[src/hw/rtl/trickle_interval_timer_macros.svh]
// Assertion macros shared by the trickle interval timer RTL.
`ifndef TRICKLE_INTERVAL_TIMER_MACROS_SVH
`define TRICKLE_INTERVAL_TIMER_MACROS_SVH

// Consequent must hold in the same cycle as the antecedent.
`define TRKL_ASSERT_NOW(label, ante, cons) \
   label: assert property (@(posedge clock) disable iff (reset) (ante) |-> (cons)) \
      else $error("trickle timer check failed");

// Consequent must hold in the cycle after the antecedent.
`define TRKL_ASSERT_NEXT(label, ante, cons) \
   label: assert property (@(posedge clock) disable iff (reset) (ante) |=> (cons)) \
      else $error("trickle timer check failed");

`endif

[src/hw/rtl/trkl_pkg.sv]
// Shared constants, codes and types of the trickle interval timer.
package trkl_pkg;

   // random source and datapath widths
   localparam int RANDOM_BITS = 16;
   localparam int RND_IN_W    = 16;
   localparam int RND_W       = (RANDOM_BITS < RND_IN_W) ? RANDOM_BITS : RND_IN_W;
   localparam int TICK_W      = 32;
   localparam int HALF_W      = TICK_W - 1;
   localparam int TPS_W       = 11;
   localparam int EXP_W       = 5;
   localparam int MAXD_W      = 4;
   localparam int CNT_W       = 8;
   localparam int PROD_W      = HALF_W + RND_W;
   localparam int TDV_W       = TPS_W + (2 ** EXP_W) - 1;
   localparam int DIVD_W      = (PROD_W > TDV_W) ? PROD_W : TDV_W;
   localparam int MS_PER_SEC  = 1000;
   localparam int DVS_W       = (RANDOM_BITS > 10) ? RANDOM_BITS : 10;
   localparam int STEP_W      = $clog2(DIVD_W + 1);
   localparam int MSTEP_W     = $clog2(RND_W + 1);

   localparam logic [DVS_W-1:0] MS_DIVISOR = DVS_W'(MS_PER_SEC);
   localparam logic [DVS_W-1:0] RAND_MAX   = DVS_W'((64'd1 << RANDOM_BITS) - 64'd1);
   localparam logic [EXP_W-1:0] EXP_MAX    = '1;

   // configuration port
   localparam int CSR_IDX_W  = 2;
   localparam int CSR_DATA_W = 11;

   typedef enum logic [CSR_IDX_W-1:0] {
      CSR_MIN_EXP = 2'd0,
      CSR_MAX_DBL = 2'd1,
      CSR_RED_LIM = 2'd2,
      CSR_TPS     = 2'd3
   } csr_idx_type;

   typedef enum logic [1:0] {
      CMD_TICK  = 2'd0,
      CMD_HEARD = 2'd1,
      CMD_RESET = 2'd2,
      CMD_START = 2'd3
   } cmd_type;

   // handshake status of a multi-cycle unit
   typedef struct packed {
      logic busy;
      logic done;
   } trkl_stat_type;

   // one response item
   typedef struct packed {
      logic             send;
      logic             supp;
      logic             started;
      logic [EXP_W-1:0] exp;
      logic [CNT_W-1:0] heard;
   } trkl_rsp_type;

endpackage

[src/hw/rtl/trkl_sdiv.sv]
// Bit-serial restoring divider: one quotient bit per cycle, MSB first.
module trkl_sdiv
   import trkl_pkg::*;
(
   input  logic              clock,
   input  logic              reset,
   input  logic              start,
   input  logic [DIVD_W-1:0] dividend,
   input  logic [DVS_W-1:0]  divisor,
   output logic [TICK_W-1:0] quotient,
   output logic              overflow,
   output trkl_stat_type     stat
);

   logic              busy_ff, busy_in;
   logic              done_ff, done_in;
   logic [STEP_W-1:0] step_ff, step_in;
   logic [DIVD_W-1:0] dvd_ff, dvd_in;
   logic [DVS_W-1:0]  dvs_ff, dvs_in;
   logic [DVS_W-1:0]  rem_ff, rem_in;
   logic [TICK_W-1:0] quo_ff, quo_in;
   logic              ovf_ff, ovf_in;

   logic [DVS_W:0]    trial;
   logic              fits;

   // trial subtract of the divisor from the shifted remainder
   assign trial = {rem_ff, dvd_ff[DIVD_W-1]};
   assign fits  = trial >= {1'b0, dvs_ff};

   always_comb begin
      busy_in = busy_ff;
      done_in = 1'b0;
      step_in = step_ff;
      dvd_in  = dvd_ff;
      dvs_in  = dvs_ff;
      rem_in  = rem_ff;
      quo_in  = quo_ff;
      ovf_in  = ovf_ff;
      if (start) begin
         busy_in = 1'b1;
         step_in = '0;
         dvd_in  = dividend;
         dvs_in  = divisor;
         rem_in  = '0;
         quo_in  = '0;
         ovf_in  = 1'b0;
      end else if (busy_ff) begin
         dvd_in  = {dvd_ff[DIVD_W-2:0], 1'b0};
         rem_in  = fits ? DVS_W'(trial - {1'b0, dvs_ff}) : trial[DVS_W-1:0];
         quo_in  = {quo_ff[TICK_W-2:0], fits};
         // high quotient bits that leave the register mark overflow
         ovf_in  = ovf_ff | quo_ff[TICK_W-1];
         step_in = step_ff + STEP_W'(1);
         if (step_ff == STEP_W'(DIVD_W - 1)) begin
            busy_in = 1'b0;
            done_in = 1'b1;
         end
      end
   end

   always_ff @(posedge clock) begin
      if (reset) begin
         busy_ff <= 1'b0;
         done_ff <= 1'b0;
      end else begin
         busy_ff <= busy_in;
         done_ff <= done_in;
      end
   end

   always_ff @(posedge clock) begin
      step_ff <= step_in;
      dvd_ff  <= dvd_in;
      dvs_ff  <= dvs_in;
      rem_ff  <= rem_in;
      quo_ff  <= quo_in;
      ovf_ff  <= ovf_in;
   end

   assign quotient  = quo_ff;
   assign overflow  = ovf_ff;
   assign stat.busy = busy_ff;
   assign stat.done = done_ff;

endmodule

[src/hw/rtl/trkl_calc.sv]
// Interval setup: ticks from 2^exp ms, fire point and remainder, computed serially.
`include "trickle_interval_timer_macros.svh"

module trkl_calc
   import trkl_pkg::*;
(
   input  logic                clock,
   input  logic                reset,
   input  logic                start,
   input  logic [EXP_W-1:0]    exp,
   input  logic [TPS_W-1:0]    tps,
   input  logic [RND_IN_W-1:0] rnd,
   output logic [TICK_W-1:0]   point,
   output logic [TICK_W-1:0]   rest,
   output trkl_stat_type       stat
);

   typedef enum logic [4:0] {
      C_IDLE = 5'b00001,
      C_TDIV = 5'b00010,
      C_MUL  = 5'b00100,
      C_PDIV = 5'b01000,
      C_SUM  = 5'b10000
   } calc_state_type;

   calc_state_type     state_ff, state_in;
   logic               done_ff, done_in;
   logic [TICK_W-1:0]  ticks_ff, ticks_in;
   logic [PROD_W-1:0]  acc_ff, acc_in;
   logic [MSTEP_W-1:0] mstep_ff, mstep_in;
   logic [TICK_W-1:0]  point_ff, point_in;
   logic [TICK_W-1:0]  rest_ff, rest_in;

   logic               div_start;
   logic [DIVD_W-1:0]  div_dividend;
   logic [DVS_W-1:0]   div_divisor;
   logic [TICK_W-1:0]  div_quo;
   logic               div_ovf;
   trkl_stat_type      div_stat;

   logic [HALF_W-1:0]  half;
   logic [HALF_W-1:0]  addend;
   logic [HALF_W:0]    sum;

   // shift-add multiply of half interval by the random value, LSB first
   assign half   = ticks_ff[TICK_W-1:1];
   assign addend = acc_ff[0] ? half : '0;
   assign sum    = {1'b0, acc_ff[PROD_W-1:RND_W]} + {1'b0, addend};

   always_comb begin
      state_in     = state_ff;
      done_in      = 1'b0;
      ticks_in     = ticks_ff;
      acc_in       = acc_ff;
      mstep_in     = mstep_ff;
      point_in     = point_ff;
      rest_in      = rest_ff;
      div_start    = 1'b0;
      div_dividend = DIVD_W'(tps) << exp;
      div_divisor  = MS_DIVISOR;
      unique case (state_ff)
         C_IDLE: begin
            if (start) begin
               div_start = 1'b1;
               acc_in    = PROD_W'(rnd[RND_W-1:0]);
               state_in  = C_TDIV;
            end
         end
         C_TDIV: begin
            // ms * tps / 1000, saturated to the tick width
            if (div_stat.done) begin
               ticks_in = div_ovf ? '1 : div_quo;
               mstep_in = '0;
               state_in = C_MUL;
            end
         end
         C_MUL: begin
            acc_in   = {sum, acc_ff[RND_W-1:1]};
            mstep_in = mstep_ff + MSTEP_W'(1);
            if (mstep_ff == MSTEP_W'(RND_W - 1)) begin
               div_start    = 1'b1;
               div_dividend = DIVD_W'(acc_in);
               div_divisor  = RAND_MAX;
               state_in     = C_PDIV;
            end
         end
         C_PDIV: begin
            if (div_stat.done) begin
               point_in = {1'b0, half} + div_quo;
               state_in = C_SUM;
            end
         end
         C_SUM: begin
            rest_in  = ticks_ff - point_ff;
            done_in  = 1'b1;
            state_in = C_IDLE;
         end
         default: state_in = C_IDLE;
      endcase
   end

   always_ff @(posedge clock) begin
      if (reset) begin
         state_ff <= C_IDLE;
         done_ff  <= 1'b0;
      end else begin
         state_ff <= state_in;
         done_ff  <= done_in;
      end
   end

   always_ff @(posedge clock) begin
      ticks_ff <= ticks_in;
      acc_ff   <= acc_in;
      mstep_ff <= mstep_in;
      point_ff <= point_in;
      rest_ff  <= rest_in;
   end

   // shared divider for both the ms conversion and the random scaling
   trkl_sdiv u_sdiv (
      .clock    (clock),
      .reset    (reset),
      .start    (div_start),
      .dividend (div_dividend),
      .divisor  (div_divisor),
      .quotient (div_quo),
      .overflow (div_ovf),
      .stat     (div_stat)
   );

   assign point     = point_ff;
   assign rest      = rest_ff;
   assign stat.busy = (state_ff != C_IDLE);
   assign stat.done = done_ff;

   // divider finishes only while a division step is awaited
   `TRKL_ASSERT_NOW(a_div_done_state, div_stat.done, state_ff == C_TDIV || state_ff == C_PDIV)
   // while waiting on a division the divider is running or finishing
   `TRKL_ASSERT_NOW(a_div_running, state_ff == C_TDIV || state_ff == C_PDIV,
                    div_stat.busy || div_stat.done)
   // the final subtract step reports done and returns to idle
   `TRKL_ASSERT_NEXT(a_sum_done, state_ff == C_SUM, done_ff && state_ff == C_IDLE)

endmodule

[src/hw/rtl/trickle_interval_timer.sv]
// Trickle interval timer top level: command handling, timer state and response register.
//
//  channel | ports                                        | direction | accepted when
//  --------+----------------------------------------------+-----------+----------------------
//  request | req_command .. req_link_local_ready          | in        | req_valid & req_ready
//  response| rsp_send_request .. rsp_heard_count          | out       | rsp_valid & rsp_ready
//  config  | csr_index, csr_write_data                    | in        | csr_write_enable
//
// Tick, heard and non-starting requests are accepted, then load the response.
// A request that starts an interval also runs two bit-serial divisions through one
// shared divider and a serial multiply before its response is loaded.
// Reset clears the timer state but not the response data, and loads the register defaults; no clearing pass.
// A new request is taken while an earlier response still waits; a stalled response
// holds the next request's result in a staging register until the output frees.
`include "trickle_interval_timer_macros.svh"

module trickle_interval_timer
   import trkl_pkg::*;
(
   input  logic                  clock,
   input  logic                  reset,
   input  logic                  req_valid,
   output logic                  req_ready,
   input  logic [1:0]            req_command,
   input  logic [RND_IN_W-1:0]   req_random_value,
   input  logic                  req_link_local_ready,
   output logic                  rsp_valid,
   input  logic                  rsp_ready,
   output logic                  rsp_send_request,
   output logic                  rsp_suppressed,
   output logic                  rsp_interval_started,
   output logic [EXP_W-1:0]      rsp_current_exp,
   output logic [CNT_W-1:0]      rsp_heard_count,
   input  logic                  csr_write_enable,
   input  logic [CSR_IDX_W-1:0]  csr_index,
   input  logic [CSR_DATA_W-1:0] csr_write_data
);

   typedef enum logic [2:0] {
      S_IDLE = 3'b001,
      S_CALC = 3'b010,
      S_WAIT = 3'b100
   } top_state_type;

   // configuration registers
   logic [EXP_W-1:0]  min_exp_ff, min_exp_in;
   logic [MAXD_W-1:0] max_dbl_ff, max_dbl_in;
   logic [CNT_W-1:0]  red_lim_ff, red_lim_in;
   logic [TPS_W-1:0]  tps_ff, tps_in;

   // timer state
   top_state_type     state_ff, state_in;
   logic [EXP_W-1:0]  exp_ff, exp_in;
   logic [CNT_W-1:0]  count_ff, count_in;
   logic              pend_ff, pend_in;
   logic [TICK_W-1:0] ticks_left_ff, ticks_left_in;
   logic [TICK_W-1:0] rest_ff, rest_in;
   logic              link_ff, link_in;
   logic              armed_ff, armed_in;
   trkl_rsp_type      res_ff, res_in;
   logic              rsp_valid_ff, rsp_valid_in;
   trkl_rsp_type      rsp_ff, rsp_in;

   logic              accept;
   logic              need_start;
   logic              can_grow;
   logic              send;
   logic              supp;
   cmd_type           cmd;
   logic [TICK_W-1:0] calc_point;
   logic [TICK_W-1:0] calc_rest;
   trkl_stat_type     calc_stat;

   assign req_ready = (state_ff == S_IDLE);
   assign accept    = req_valid && req_ready;
   assign cmd       = cmd_type'(req_command);
   assign can_grow  = (exp_ff != EXP_MAX) &&
                      ({1'b0, exp_ff} < ({1'b0, min_exp_ff} + {2'b0, max_dbl_ff}));

   // configuration writes
   always_comb begin
      min_exp_in = min_exp_ff;
      max_dbl_in = max_dbl_ff;
      red_lim_in = red_lim_ff;
      tps_in     = tps_ff;
      if (csr_write_enable) begin
         unique case (csr_idx_type'(csr_index))
            CSR_MIN_EXP: min_exp_in = csr_write_data[EXP_W-1:0];
            CSR_MAX_DBL: max_dbl_in = csr_write_data[MAXD_W-1:0];
            CSR_RED_LIM: red_lim_in = csr_write_data[CNT_W-1:0];
            CSR_TPS:     tps_in     = csr_write_data[TPS_W-1:0];
            default:     ;
         endcase
      end
   end

   // request handling and sequencing
   always_comb begin
      state_in      = state_ff;
      exp_in        = exp_ff;
      count_in      = count_ff;
      pend_in       = pend_ff;
      ticks_left_in = ticks_left_ff;
      rest_in       = rest_ff;
      link_in       = link_ff;
      armed_in      = armed_ff;
      res_in        = res_ff;
      need_start    = 1'b0;
      send          = 1'b0;
      supp          = 1'b0;
      rsp_in        = rsp_ff;
      rsp_valid_in  = rsp_valid_ff && !rsp_ready;

      unique case (state_ff)
         S_IDLE: begin
            if (accept) begin
               unique case (cmd)
                  CMD_TICK: begin
                     if (armed_ff) begin
                        if (ticks_left_ff > TICK_W'(1)) begin
                           ticks_left_in = ticks_left_ff - TICK_W'(1);
                        end else if (!link_ff && !req_link_local_ready) begin
                           // link not up yet: retry one second later
                           ticks_left_in = TICK_W'(tps_ff);
                        end else begin
                           link_in = 1'b1;
                           if (pend_ff) begin
                              if (red_lim_ff != '0 && count_ff < red_lim_ff) begin
                                 send = 1'b1;
                              end else begin
                                 supp = 1'b1;
                              end
                              pend_in       = 1'b0;
                              ticks_left_in = rest_ff;
                           end else begin
                              if (can_grow) begin
                                 exp_in = exp_ff + EXP_W'(1);
                              end
                              need_start = 1'b1;
                           end
                        end
                     end
                  end
                  CMD_HEARD: begin
                     if (count_ff != '1) begin
                        count_in = count_ff + CNT_W'(1);
                     end
                  end
                  CMD_RESET: begin
                     if (exp_ff > min_exp_ff) begin
                        exp_in     = min_exp_ff;
                        need_start = 1'b1;
                     end
                  end
                  CMD_START: begin
                     exp_in     = min_exp_ff;
                     need_start = 1'b1;
                  end
                  default: ;
               endcase
               if (need_start) begin
                  pend_in  = 1'b1;
                  count_in = '0;
                  armed_in = 1'b1;
                  state_in = S_CALC;
               end else begin
                  state_in = S_WAIT;
               end
               res_in.send    = send;
               res_in.supp    = supp;
               res_in.started = need_start;
               res_in.exp     = exp_in;
               res_in.heard   = count_in;
            end
         end
         S_CALC: begin
            if (calc_stat.done) begin
               ticks_left_in = calc_point;
               rest_in       = calc_rest;
               state_in      = S_WAIT;
            end
         end
         S_WAIT: begin
            // move the staged result into the output register once it frees
            if (!rsp_valid_ff || rsp_ready) begin
               rsp_in       = res_ff;
               rsp_valid_in = 1'b1;
               state_in     = S_IDLE;
            end
         end
         default: state_in = S_IDLE;
      endcase
   end

   always_ff @(posedge clock) begin
      if (reset) begin
         min_exp_ff    <= EXP_W'(12);
         max_dbl_ff    <= MAXD_W'(8);
         red_lim_ff    <= CNT_W'(10);
         tps_ff        <= TPS_W'(128);
         state_ff      <= S_IDLE;
         exp_ff        <= '0;
         count_ff      <= '0;
         pend_ff       <= 1'b0;
         ticks_left_ff <= '0;
         rest_ff       <= '0;
         link_ff       <= 1'b0;
         armed_ff      <= 1'b0;
         rsp_valid_ff  <= 1'b0;
      end else begin
         min_exp_ff    <= min_exp_in;
         max_dbl_ff    <= max_dbl_in;
         red_lim_ff    <= red_lim_in;
         tps_ff        <= tps_in;
         state_ff      <= state_in;
         exp_ff        <= exp_in;
         count_ff      <= count_in;
         pend_ff       <= pend_in;
         ticks_left_ff <= ticks_left_in;
         rest_ff       <= rest_in;
         link_ff       <= link_in;
         armed_ff      <= armed_in;
         rsp_valid_ff  <= rsp_valid_in;
      end
   end

   always_ff @(posedge clock) begin
      res_ff <= res_in;
      rsp_ff <= rsp_in;
   end

   // interval setup unit
   trkl_calc u_calc (
      .clock (clock),
      .reset (reset),
      .start (accept && need_start),
      .exp   (exp_in),
      .tps   (tps_ff),
      .rnd   (req_random_value),
      .point (calc_point),
      .rest  (calc_rest),
      .stat  (calc_stat)
   );

   assign rsp_valid            = rsp_valid_ff;
   assign rsp_send_request     = rsp_ff.send;
   assign rsp_suppressed       = rsp_ff.supp;
   assign rsp_interval_started = rsp_ff.started;
   assign rsp_current_exp      = rsp_ff.exp;
   assign rsp_heard_count      = rsp_ff.heard;

   // no request is taken while an interval is still being set up
   `TRKL_ASSERT_NOW(a_idle_no_calc, state_ff == S_IDLE, !calc_stat.busy)
   // a starting request launches the setup unit
   `TRKL_ASSERT_NEXT(a_start_calc, accept && need_start, state_ff == S_CALC && calc_stat.busy)
   // a new interval always reports a cleared heard count
   `TRKL_ASSERT_NOW(a_start_clears, rsp_valid && rsp_interval_started, rsp_heard_count == '0)

endmodule

[config.mk]
export PLATFORM = sky130hd
export DESIGN_NAME = trickle_interval_timer
export DESIGN_NICKNAME = d
export VERILOG_FILES = /design/src/hw/rtl/trkl_pkg.sv /design/src/hw/rtl/trkl_sdiv.sv /design/src/hw/rtl/trkl_calc.sv /design/src/hw/rtl/trickle_interval_timer.sv
export VERILOG_INCLUDE_DIRS = /design/src /design/src/hw/rtl
export SDC_FILE = /design/constraint.sdc
export NUM_CORES = 1
export LEC_CHECK = 0
export BUFFER_PORTS_ARGS = -buffer_cell sky130_fd_sc_hd__buf_2
export CAP_MARGIN = 20
export CORE_UTILIZATION = 40
export CTS_CLUSTER_DIAMETER = 100
export DETAILED_ROUTE_END_ITERATION = 10
export PLACE_DENSITY_LB_ADDON = 0.08
export SLEW_MARGIN = 20
export SYNTH_ARGS = -nofsm -noshare
export SYNTH_HDL_FRONTEND = slang
export SYNTH_HIERARCHICAL = 1
export SYNTH_SLANG_ARGS = --single-unit
export TNS_END_PERCENT = 20
[constraint.sdc]
create_clock -name clock -period 8.29 [get_ports clock]
set_input_delay 0 -clock clock [delete_from_list [all_inputs] [get_ports clock]]
set_output_delay 0 -clock clock [all_outputs]
set_load 0.01 [all_outputs]
==> results of run 1 <==
-- metrics by stage --
step / utilization / total power [mW] / hold slack (ns)
CTS: 0.459 / 6.22 / 0.0851
floorplan: - / 3.51 / 0.0691
finish: 0.459 / 6.15 / 0.116
global route: 0.459 / 6.43 / 0.132
detailed placement: 0.422 / 3.85 / 0.251
global placement: 0.422 / 3.84 / 0.242
-- state kept, by name, summed over array words and instances, names as in the netlist, 32 cells and up --
| register | cells |
|---|---|
| u_calc/rest | 32 |
| ticks_left_ff | 32 |
| u_calc/ticks_ff | 32 |
| u_calc/acc_ff | 47 |
| rest_ff | 32 |
| u_calc/u_sdiv/dvd_ff | 47 |
| u_calc/point | 32 |
| u_calc/u_sdiv/quotient | 32 |
-- layout make-up --
class                      instances  area (um2)
inverter                         115         432
clock inverter                    16         185
fill                            6062       33400
clock buffer                      77        1580
sequential                       418       10800
timing repair buffer             140        1050
tap                              837        1050
multi-input combinational       1975       13300
-- power by group --
part / switching (mW) / total [mW] / internal (mW) / leakage, nW
Clock: 0.911 / 2.32 / 1.41 / 0.862
Combinational: 0.856 / 1.39 / 0.534 / 6.43
Sequential: 0.115 / 2.44 / 2.33 / 3.74
-- worst reg2reg max path: stages (launching register included) --
cell and delay [ns]:
dfxtp_1 0.41, ha_1 0.24, inv_1 0.07, fa_1 0.41
inv_1 0.08, a21o_1 0.12, a21oi_1 0.07, xnor2_1 0.13
ha_1 0.29, a21oi_1 0.13, o21ai_0 0.34, a2111oi_0 0.77
mux2_2 0.44, nor3_2 0.17, buf_4 0.25, mux2i_1 0.45
mux2_2 0.30, nor2_1 0.05, a21o_1 0.21, a2bb2oi_1 0.25
o22ai_1 0.14, mux2_2 0.28
-- metal layers --
metal	share of wire	vias to the layer above
li1	-	9736
met1	0.49	9394
met2	0.45	392
met3	0.036	96
met4	0.023	0
met5	0	-
-- placed cells by master (no fill, tap or decap), drive strengths merged, types with 18 or more instances in the layout --
cell type	n
a211oi	42
a21o	44
a21oi	226
a31oi	19
and2	47
buf	86
clkbuf	77
dfxtp	175
dlygate4sd3	54
edfxtp	243
ha	138
inv	115
mux2	55
mux2i	58
nand2	318
nand2b	20
nand3	80
nand4	27
nor2	235
nor2b	18
nor3	52
nor4	19
o211ai	23
o21a	20
o21ai	102
o22ai	23
o31ai	23
or2	39
xnor2	75
xor2	47
-- path summary, 6_finish.rpt --
check	from	to	slack, ns	depth (start not counted)
max reg2reg	min_exp_ff[0]$_SDFFE_PP0P_	u_calc/u_sdiv/dvd_ff[31]$_DFFE_PP_	2.45	21
min reg2reg	res_ff[10]$_DFFE_PP_	rsp_current_exp[2]$_DFFE_PP_	0.42	0
min	req_valid	count_ff[1]$_SDFFE_PP0P_	0.12	4
max	min_exp_ff[0]$_SDFFE_PP0P_	u_calc/u_sdiv/dvd_ff[31]$_DFFE_PP_	2.45	21
==> results.sh, run 1 <==
export IMPL_outcome="complete, no violations"
export IMPL_drive_gt1_frac=0.129
export IMPL_io_pins=55
export IMPL_detail_route_antenna_nets=0
export IMPL_cts_buffers=50
export IMPL_critPathKind="reg -> reg"
export IMPL_grt_pass1_wl_um=109000
export IMPL_vias=19600
export IMPL_dp_hpwl_um=49400
export IMPL_dp_cells=3431
export IMPL_avgSynthCellArea_um2=9.49
export IMPL_clk_latency_ns=0.61
export IMPL_min_period_ns=5.84
export IMPL_cts_tree="done"
export IMPL_start_kind="register"
export IMPL_holdCritPathClass="in -> reg"
export IMPL_grt_pass1_vias=19000
export IMPL_fin_crit_sh=0.705
export IMPL_cts_root_buf="clkbuf_16"
export IMPL_path_max_fanout=13
export IMPL_fmax_mhz=171
export IMPL_critPathMaxStageDelay_ns=0.77
export IMPL_drt_wl_total_um=68600
export IMPL_initial_utilization=0.404
export IMPL_leakage_nw=11.0
export IMPL_clockBufferDepth=3
export IMPL_worstPathCellList="ha_1, inv_1, fa_1, inv_1, a21o_1, a21oi_1, xnor2_1, ha_1, a21oi_1, o21ai_0, a2111oi_0, mux2_2, nor3_2, buf_4, mux2i_1, mux2_2, nor2_1, a21o_1, a2bb2oi_1, o22ai_1, mux2_2"
export IMPL_final_nets=2880
export IMPL_drt_iter0_markers=1363
export IMPL_vias_per_cell=5.48
export IMPL_vdd_drop_max_mv=0.172
export IMPL_crit_buf_inv=3
export IMPL_slew_viol_final=0
export IMPL_syn_area_um2=25000
export IMPL_drc_errors=0
export IMPL_synthCells=2629
export IMPL_dieArea_um2=63400
export IMPL_crit_path_end_kind="register"
export IMPL_arrival_ns=6.20
export IMPL_fin_ws_ns=2.45
export IMPL_fin_tns_setup_ns=0
export IMPL_cts_htree_levels=2
export IMPL_grt_overflow=0
export IMPL_drv_cap=0
export IMPL_met2_usage=0.339
export IMPL_grt_max_degree=73
export IMPL_drt_first_pass_iters=6
export IMPL_postLayoutCellArea_um2=28400
export IMPL_antenna_found_initial=2
export IMPL_hold_viol_final=0
export IMPL_use_met3=0.0246
export IMPL_setup_viol=0
export IMPL_slowest_stage="a2111oi_0"
export IMPL_grt_use_met1=0.310
export IMPL_place_congestion=0.886
export IMPL_portBuffers=54
export IMPL_area_growth_syn_to_layout_pct=13.6
export IMPL_cp_common_cell="mux2_2"
export IMPL_worst_slew_pin_slew_ns=1.03
export IMPL_final_cells=3578
export IMPL_wl_per_cell_um=19.2
export IMPL_rsz0062_at_grt="false"
export IMPL_path_delay_family="compound AO/OA/AOI/OAI gates"
export IMPL_coreArea_um2=61700
export IMPL_crit_required_ns=8.65
export IMPL_yosysWarningCount=6
export IMPL_slew_headroom=0.309
export IMPL_skew_ns=0.0313
export IMPL_cts_resized=0
export IMPL_hold_buffers=54
export IMPL_num_antenna_cells=0
export IMPL_top_usage_layer="met2"
export IMPL_clock_sinks=418
export IMPL_clkTransAtPathRegs_ns=0.06
export IMPL_power_density_nw_per_um2=217
export IMPL_die_w_um=252
export IMPL_track_usage=0.215
export IMPL_place_area_um2=26000
export IMPL_rows=91
export IMPL_preCtsSetupSlack_ns=2.51
export IMPL_cts_setup_buffers=0
export IMPL_die_h_um=252
Power figures use the tool's default switching activity.
==> run 2, diff against run 1 <==
- clock period: 8.29 -> 5.95 ns (I/O delays scaled with it)
==> results.sh, run 2 (synthesized netlist as in run 1, its figures left out) <==
export IMPL_holdPathEnd="exp_ff[0]$_SDFF_PP0_"
export IMPL_r2r_end="u_calc/u_sdiv/dvd_ff[26]$_DFFE_PP_"
export IMPL_layout_common_cells="nand2_1, edfxtp_1, nor2_1"
export IMPL_drive_gt1_frac=0.131
export IMPL_crit_path_end_kind="register"
export IMPL_fin_util=0.457
export IMPL_cts_htree_levels=2
export IMPL_slew_viol_final=0
export IMPL_r2r_start="min_exp_ff[0]$_SDFFE_PP0P_"
export IMPL_wl_per_cell_um=19.0
export IMPL_cts_tree="done"
export IMPL_worst_slew_pin_slew_ns=1.09
export IMPL_rows=91
export IMPL_area_growth_syn_to_layout_pct=13.1
export IMPL_path_max_fanout=13
export IMPL_die_h_um=252
export IMPL_hold_viol_final=0
export IMPL_holdPathStages=4
export IMPL_skew_ns=0.0290
export IMPL_io_pins=55
export IMPL_layout_commonest_cell="nand2_1"
export IMPL_num_antenna_cells=0
export IMPL_drt_first_pass_iters=7
export IMPL_cts_buffers=50
export IMPL_clkTransAtPathRegs_ns=0.06
export IMPL_vias=19700
export IMPL_coreArea_um2=61700
export IMPL_antenna_found_initial=1
export IMPL_place_congestion=0.892
export IMPL_dp_hpwl_um=49200
export IMPL_die_w_um=252
export IMPL_outcome="complete, no violations"
export IMPL_leakage_nw=11.0
export IMPL_min_period_ns=5.54
export IMPL_cts_root_buf="clkbuf_16"
export IMPL_slew_headroom=0.274
export IMPL_num_fill_cells=6004
export IMPL_grt_overflow=0
export IMPL_initial_utilization=0.404
export IMPL_grt_pass1_wl_um=107000
export IMPL_vias_per_cell=5.52
export IMPL_vdd_drop_max_mv=0.181
export IMPL_drv_cap=0
export IMPL_clk_latency_ns=0.59
export IMPL_largestRegisters="u_calc/acc_ff x47, u_calc/u_sdiv/dvd_ff x47"
export IMPL_setup_viol=0
export IMPL_final_nets=2876
export IMPL_portBuffers=54
export IMPL_fin_crit_sh=0.931
export IMPL_r2r_setup_slack_ns=0.41
export IMPL_clock_sinks=418
export IMPL_holdCritPathClass="in -> reg"
export IMPL_fin_tns_setup_ns=0
export IMPL_drc_errors=0
export IMPL_clockBufferDepth=3
export IMPL_min_from="req_command[0]"
export IMPL_power_density_nw_per_um2=301
export IMPL_grt_max_degree=74
export IMPL_rsz0062_at_grt="false"
export IMPL_drt_iter0_markers=1455
export IMPL_arrival_ns=5.89
export IMPL_dieArea_um2=63400
export IMPL_finalPower_mw=8.49
export IMPL_drt_wl_total_um=67800
export IMPL_fmax_mhz=180
export IMPL_crit_required_ns=6.29
export IMPL_track_usage=0.212
export IMPL_reg2reg_depth=21
export IMPL_grt_pass1_vias=18900
export IMPL_start_kind="register"
export IMPL_detail_route_antenna_nets=0
export IMPL_critPathKind="reg -> reg"
run 2: cell types whose count changed in the layout (fill, tap and decap cells not counted), sizes merged:
cell,change
clkinv,+6
buf,+6
dlygate4sd3,-10
bufinv,+3
clkbuf,-10
run 2: timing repair:
item | 4_1_cts | 5_1_grt
resized for setup | 0 | 0
endpoints found under the hold margin | 52 | 0
setup buffers | 0 | 0
hold buffers | 44 | 0
run 2: area by class of cell:
cell class | instances | area [um2] | share of cell area
clock buffers | 67 | 1400 | 0.0495
repair buffers | 136 | 1010 | 0.0358
flip-flops and latches | 418 | 10800 | 0.383
multi-input cells | 1975 | 13300 | 0.470
well taps | 837 | 1050 | 0.0371
clock inverters | 25 | 283 | 0.0100
inverters | 115 | 432 | 0.0153
run 2: stage by stage:
step | instances | area [um2] | setup slack [ns] | hold WS [ns]
2_1_floorplan | 2634 | 25000 | 0.638 | 0.0691
3_3_place_gp | 3437 | 26100 | 0.499 | 0.248
3_5_place_dp | 3437 | 26100 | 0.476 | 0.250
4_1_cts | 3573 | 28200 | 0.461 | 0.0824
5_1_grt | 3573 | 28200 | 0.153 | 0.121
6_report | 3573 | 28200 | 0.408 | 0.136
run 2: how the worst max path moves through the flow:
stage | from | end | slack [ns] | cells after the start
finish | min_exp_ff[0]$_SDFFE_PP0P_ | u_calc/u_sdiv/dvd_ff[26]$_DFFE_PP_ | 0.41 | 21
global route | min_exp_ff[0]$_SDFFE_PP0P_ | u_calc/u_sdiv/dvd_ff[26]$_DFFE_PP_ | 0.15 | 21
global placement | min_exp_ff[0]$_SDFFE_PP0P_ | u_calc/u_sdiv/dvd_ff[26]$_DFFE_PP_ | 0.50 | 21
CTS | min_exp_ff[0]$_SDFFE_PP0P_ | u_calc/u_sdiv/dvd_ff[26]$_DFFE_PP_ | 0.46 | 21
floorplan | min_exp_ff[0]$_SDFFE_PP0P_ | u_calc/u_sdiv/dvd_ff[24]$_DFFE_PP_ | 0.64 | 22
detailed placement | min_exp_ff[0]$_SDFFE_PP0P_ | u_calc/u_sdiv/dvd_ff[26]$_DFFE_PP_ | 0.48 | 21
run 2: per-layer routing:
| metal | GRT usage | vias to the layer above | routed length [um] |
|---|---|---|---|
| li1 | - | 9725 | - |
| met1 | 0.307 | 9467 | 33300 |
| met2 | 0.329 | 451 | 29900 |
| met3 | 0.0304 | 80 | 2990 |
| met4 | 0.0577 | 0 | 1550 |
| met5 | 0 | - | 0 |
run 2: power by group:
| part | internal, mW | switching (mW) | total [mW] |
|---|---|---|---|
| Combinational | 0.747 | 1.20 | 1.95 |
| Clock | 1.90 | 1.25 | 3.15 |
| Sequential | 3.24 | 0.154 | 3.40 |
run 2: worst max-delay path, cell delays in order (launching register included):
cell and delay (ns):
dfxtp_1 0.40, ha_1 0.21, inv_1 0.06, fa_1 0.41, inv_1 0.08, a21o_1 0.11
a21oi_1 0.07, xnor2_1 0.13, ha_1 0.29, a21oi_1 0.14, o21ai_0 0.12, a2111oi_0 0.62
mux2_2 0.44, nor3_2 0.23, buf_4 0.25, mux2_2 0.38, mux2i_1 0.36, nor2_1 0.08
a21oi_1 0.28, o22a_1 0.27, o22ai_1 0.10, mux2_2 0.27
==> run 3, diff against run 2 <==
- GPL_ROUTABILITY_DRIVEN: default -> 0
- PLACE_DENSITY_LB_ADDON: 0.08 -> default
- clock period: 5.95 -> 5.25 ns (I/O delays scaled with it)
==> results.sh, run 3 (synthesized netlist as in run 1, its figures left out) <==
export IMPL_fin_tns_setup_ns=0
export IMPL_num_antenna_cells=0
export IMPL_clkTransAtPathRegs_ns=0.06
export IMPL_wl_per_cell_um=18.2
export IMPL_grt_pass1_wl_um=103000
export IMPL_setup_viol=0
export IMPL_postLayoutCellArea_um2=28100
export IMPL_crit_buf_inv=3
export IMPL_layout_common_cells="nand2_1, edfxtp_1, nor2_1"
export IMPL_skew_ns=0.0257
export IMPL_drc_errors=0
export IMPL_cp_depth=21
export IMPL_coreArea_um2=61700
export IMPL_outcome="complete, no violations"
export IMPL_fin_util=0.455
export IMPL_track_usage=0.202
export IMPL_p_switching_mw=2.86
export IMPL_reg2reg_depth=21
export IMPL_holdPathStages=4
export IMPL_fmax_mhz=200
export IMPL_finalPower_mw=9.18
export IMPL_drive_gt1_frac=0.128
export IMPL_critPathKind="reg -> reg"
export IMPL_dieArea_um2=63400
export IMPL_arrival_ns=5.33
export IMPL_clockBufferDepth=3
export IMPL_largestRegisters="u_calc/acc_ff x47, u_calc/u_sdiv/dvd_ff x47"
export IMPL_cts_setup_buffers=0
export IMPL_path_delay_family="compound AO/OA/AOI/OAI gates"
export IMPL_cts_htree_levels=2
export IMPL_cts_tree="done"
export IMPL_hold_viol_final=0
export IMPL_num_fill_cells=5882
export IMPL_layout_commonest_cell="nand2_1"
export IMPL_p_seq_frac=0.420
export IMPL_slew_headroom=0.350
export IMPL_p_comb_frac=0.239
export IMPL_grt_max_degree=63
export IMPL_vdd_drop_max_mv=0.265
export IMPL_power_frac_clock=0.340
export IMPL_drt_wl_total_um=65000
export IMPL_slew_viol_final=0
export IMPL_area_growth_syn_to_layout_pct=12.6
export IMPL_power_density_nw_per_um2=326
export IMPL_path_max_fanout=13
export IMPL_slowest_stage="mux2_2"
export IMPL_clk_latency_ns=0.59
export IMPL_clock_sinks=418
export IMPL_drv_cap=0
export IMPL_rows=91
export IMPL_grt_overflow=0
export IMPL_worstPathCellList="ha_1, inv_1, fa_1, inv_1, a21o_1, a21oi_1, xnor2_1, ha_1, a21oi_1, o21ai_0, a2111oi_1, mux2_2, nor3_4, buf_12, mux2_2, o21ai_0, mux2i_1, a21oi_1, o221ai_1, o21a_1, mux2_2"
export IMPL_dp_hpwl_um=46800
export IMPL_final_nets=2884
export IMPL_leakage_nw=10.9
export IMPL_drt_first_pass_iters=6
export IMPL_cts_root_buf="clkbuf_16"
export IMPL_min_period_ns=5.00
export IMPL_detail_route_antenna_nets=0
export IMPL_vias=20000
export IMPL_antenna_found_initial=1
export IMPL_vias_per_cell=5.59
export IMPL_fin_crit_sh=0.952
export IMPL_drt_iter0_markers=1369
export IMPL_rsz0062_at_grt="true"
export IMPL_crit_path_end_kind="register"
export IMPL_crit_required_ns=5.58
export IMPL_critPathMaxStageDelay_ns=0.42
export IMPL_initial_utilization=0.404
export IMPL_cts_buffers=46
export IMPL_start_kind="register"
export IMPL_io_pins=55
export IMPL_p_sw_frac=0.312
export IMPL_worst_slew_pin_slew_ns=0.974
export IMPL_grt_pass1_vias=19300
export IMPL_place_area_um2=26200
export IMPL_die_h_um=252
export IMPL_p_int_mw=6.31
export IMPL_die_w_um=252
export IMPL_holdCritPathClass="in -> reg"
export IMPL_portBuffers=54
## run 3: per-stage QoR
| step | instances | hold WS, ns | setup slack [ns] |
|---|---|---|---|
| 3_3_place_gp | 3445 | 0.250 | 0.202 |
| 4_1_cts | 3577 | 0.0523 | 0.203 |
| 5_1_grt | 3577 | 0.109 | -0.0195 |
| 3_5_place_dp | 3446 | 0.258 | 0.244 |
| 6_report | 3577 | 0.0918 | 0.251 |
| 2_1_floorplan | 2634 | 0.0691 | 0.0787 |
## run 3: cell type report
class,count,area [um2],share of cell area
sequential,418,10800,0.384
inverter,115,432,0.0154
multi-input combinational,1975,13300,0.472
timing repair buffer,148,1140,0.0406
clock inverter,16,151,0.00539
clock buffer,68,1270,0.0453
tap,837,1050,0.0373
## run 3: per-layer routing
layer / GRT usage / share of wire / vias up
met5: 0 / 0.00035 / -
met4: 0.0688 / 0.027 / 4
met3: 0.0304 / 0.048 / 118
met2: 0.338 / 0.47 / 539
met1: 0.267 / 0.45 / 9601
li1: - / - / 9720
## run 3: what timing repair did
action | CTS | global route
gates resized for setup | 0 | 5
endpoints found under the hold margin | 64 | 0
hold buffers | 47 | 0
setup endpoints to repair | 0 | 18
## run 3: path summary, 6_finish.rpt
check | start | to | slack (ns)
hold / removal | req_command[0] | exp_ff[0]$_SDFF_PP0_ | 0.09
hold reg to reg | res_ff[14]$_SDFFCE_PP0P_ | rsp_suppressed$_DFFE_PP_ | 0.42
setup / recovery | max_dbl_ff[0]$_SDFFE_PP0P_ | u_calc/u_sdiv/dvd_ff[16]$_DFFE_PP_ | 0.25
setup reg to reg | max_dbl_ff[0]$_SDFFE_PP0P_ | u_calc/u_sdiv/dvd_ff[16]$_DFFE_PP_ | 0.25
## run 3: power groups by stage
stage / sequential [mW] / clock (mW) / combinational, mW
final: 3.86 / 3.12 / 2.20
after detailed placement: 3.92 / 0 / 2.14
after floorplan: 3.85 / 0 / 1.69
after global placement: 3.91 / 0 / 2.10
after global routing: 3.88 / 3.30 / 2.41
after CTS: 3.85 / 3.19 / 2.18
## run 3: worst reg2reg max path: cells and delay by family (launching register included)
family,cells,cell delay [ns]
and+or+nand+nor,1,0.25
muxes,4,1.19
adders and majority gates,3,0.90
buffers and inverters,3,0.33
xor gates and xnor gates,1,0.13
AOI/OAI and AO/OA,9,1.62
DFF,1,0.33
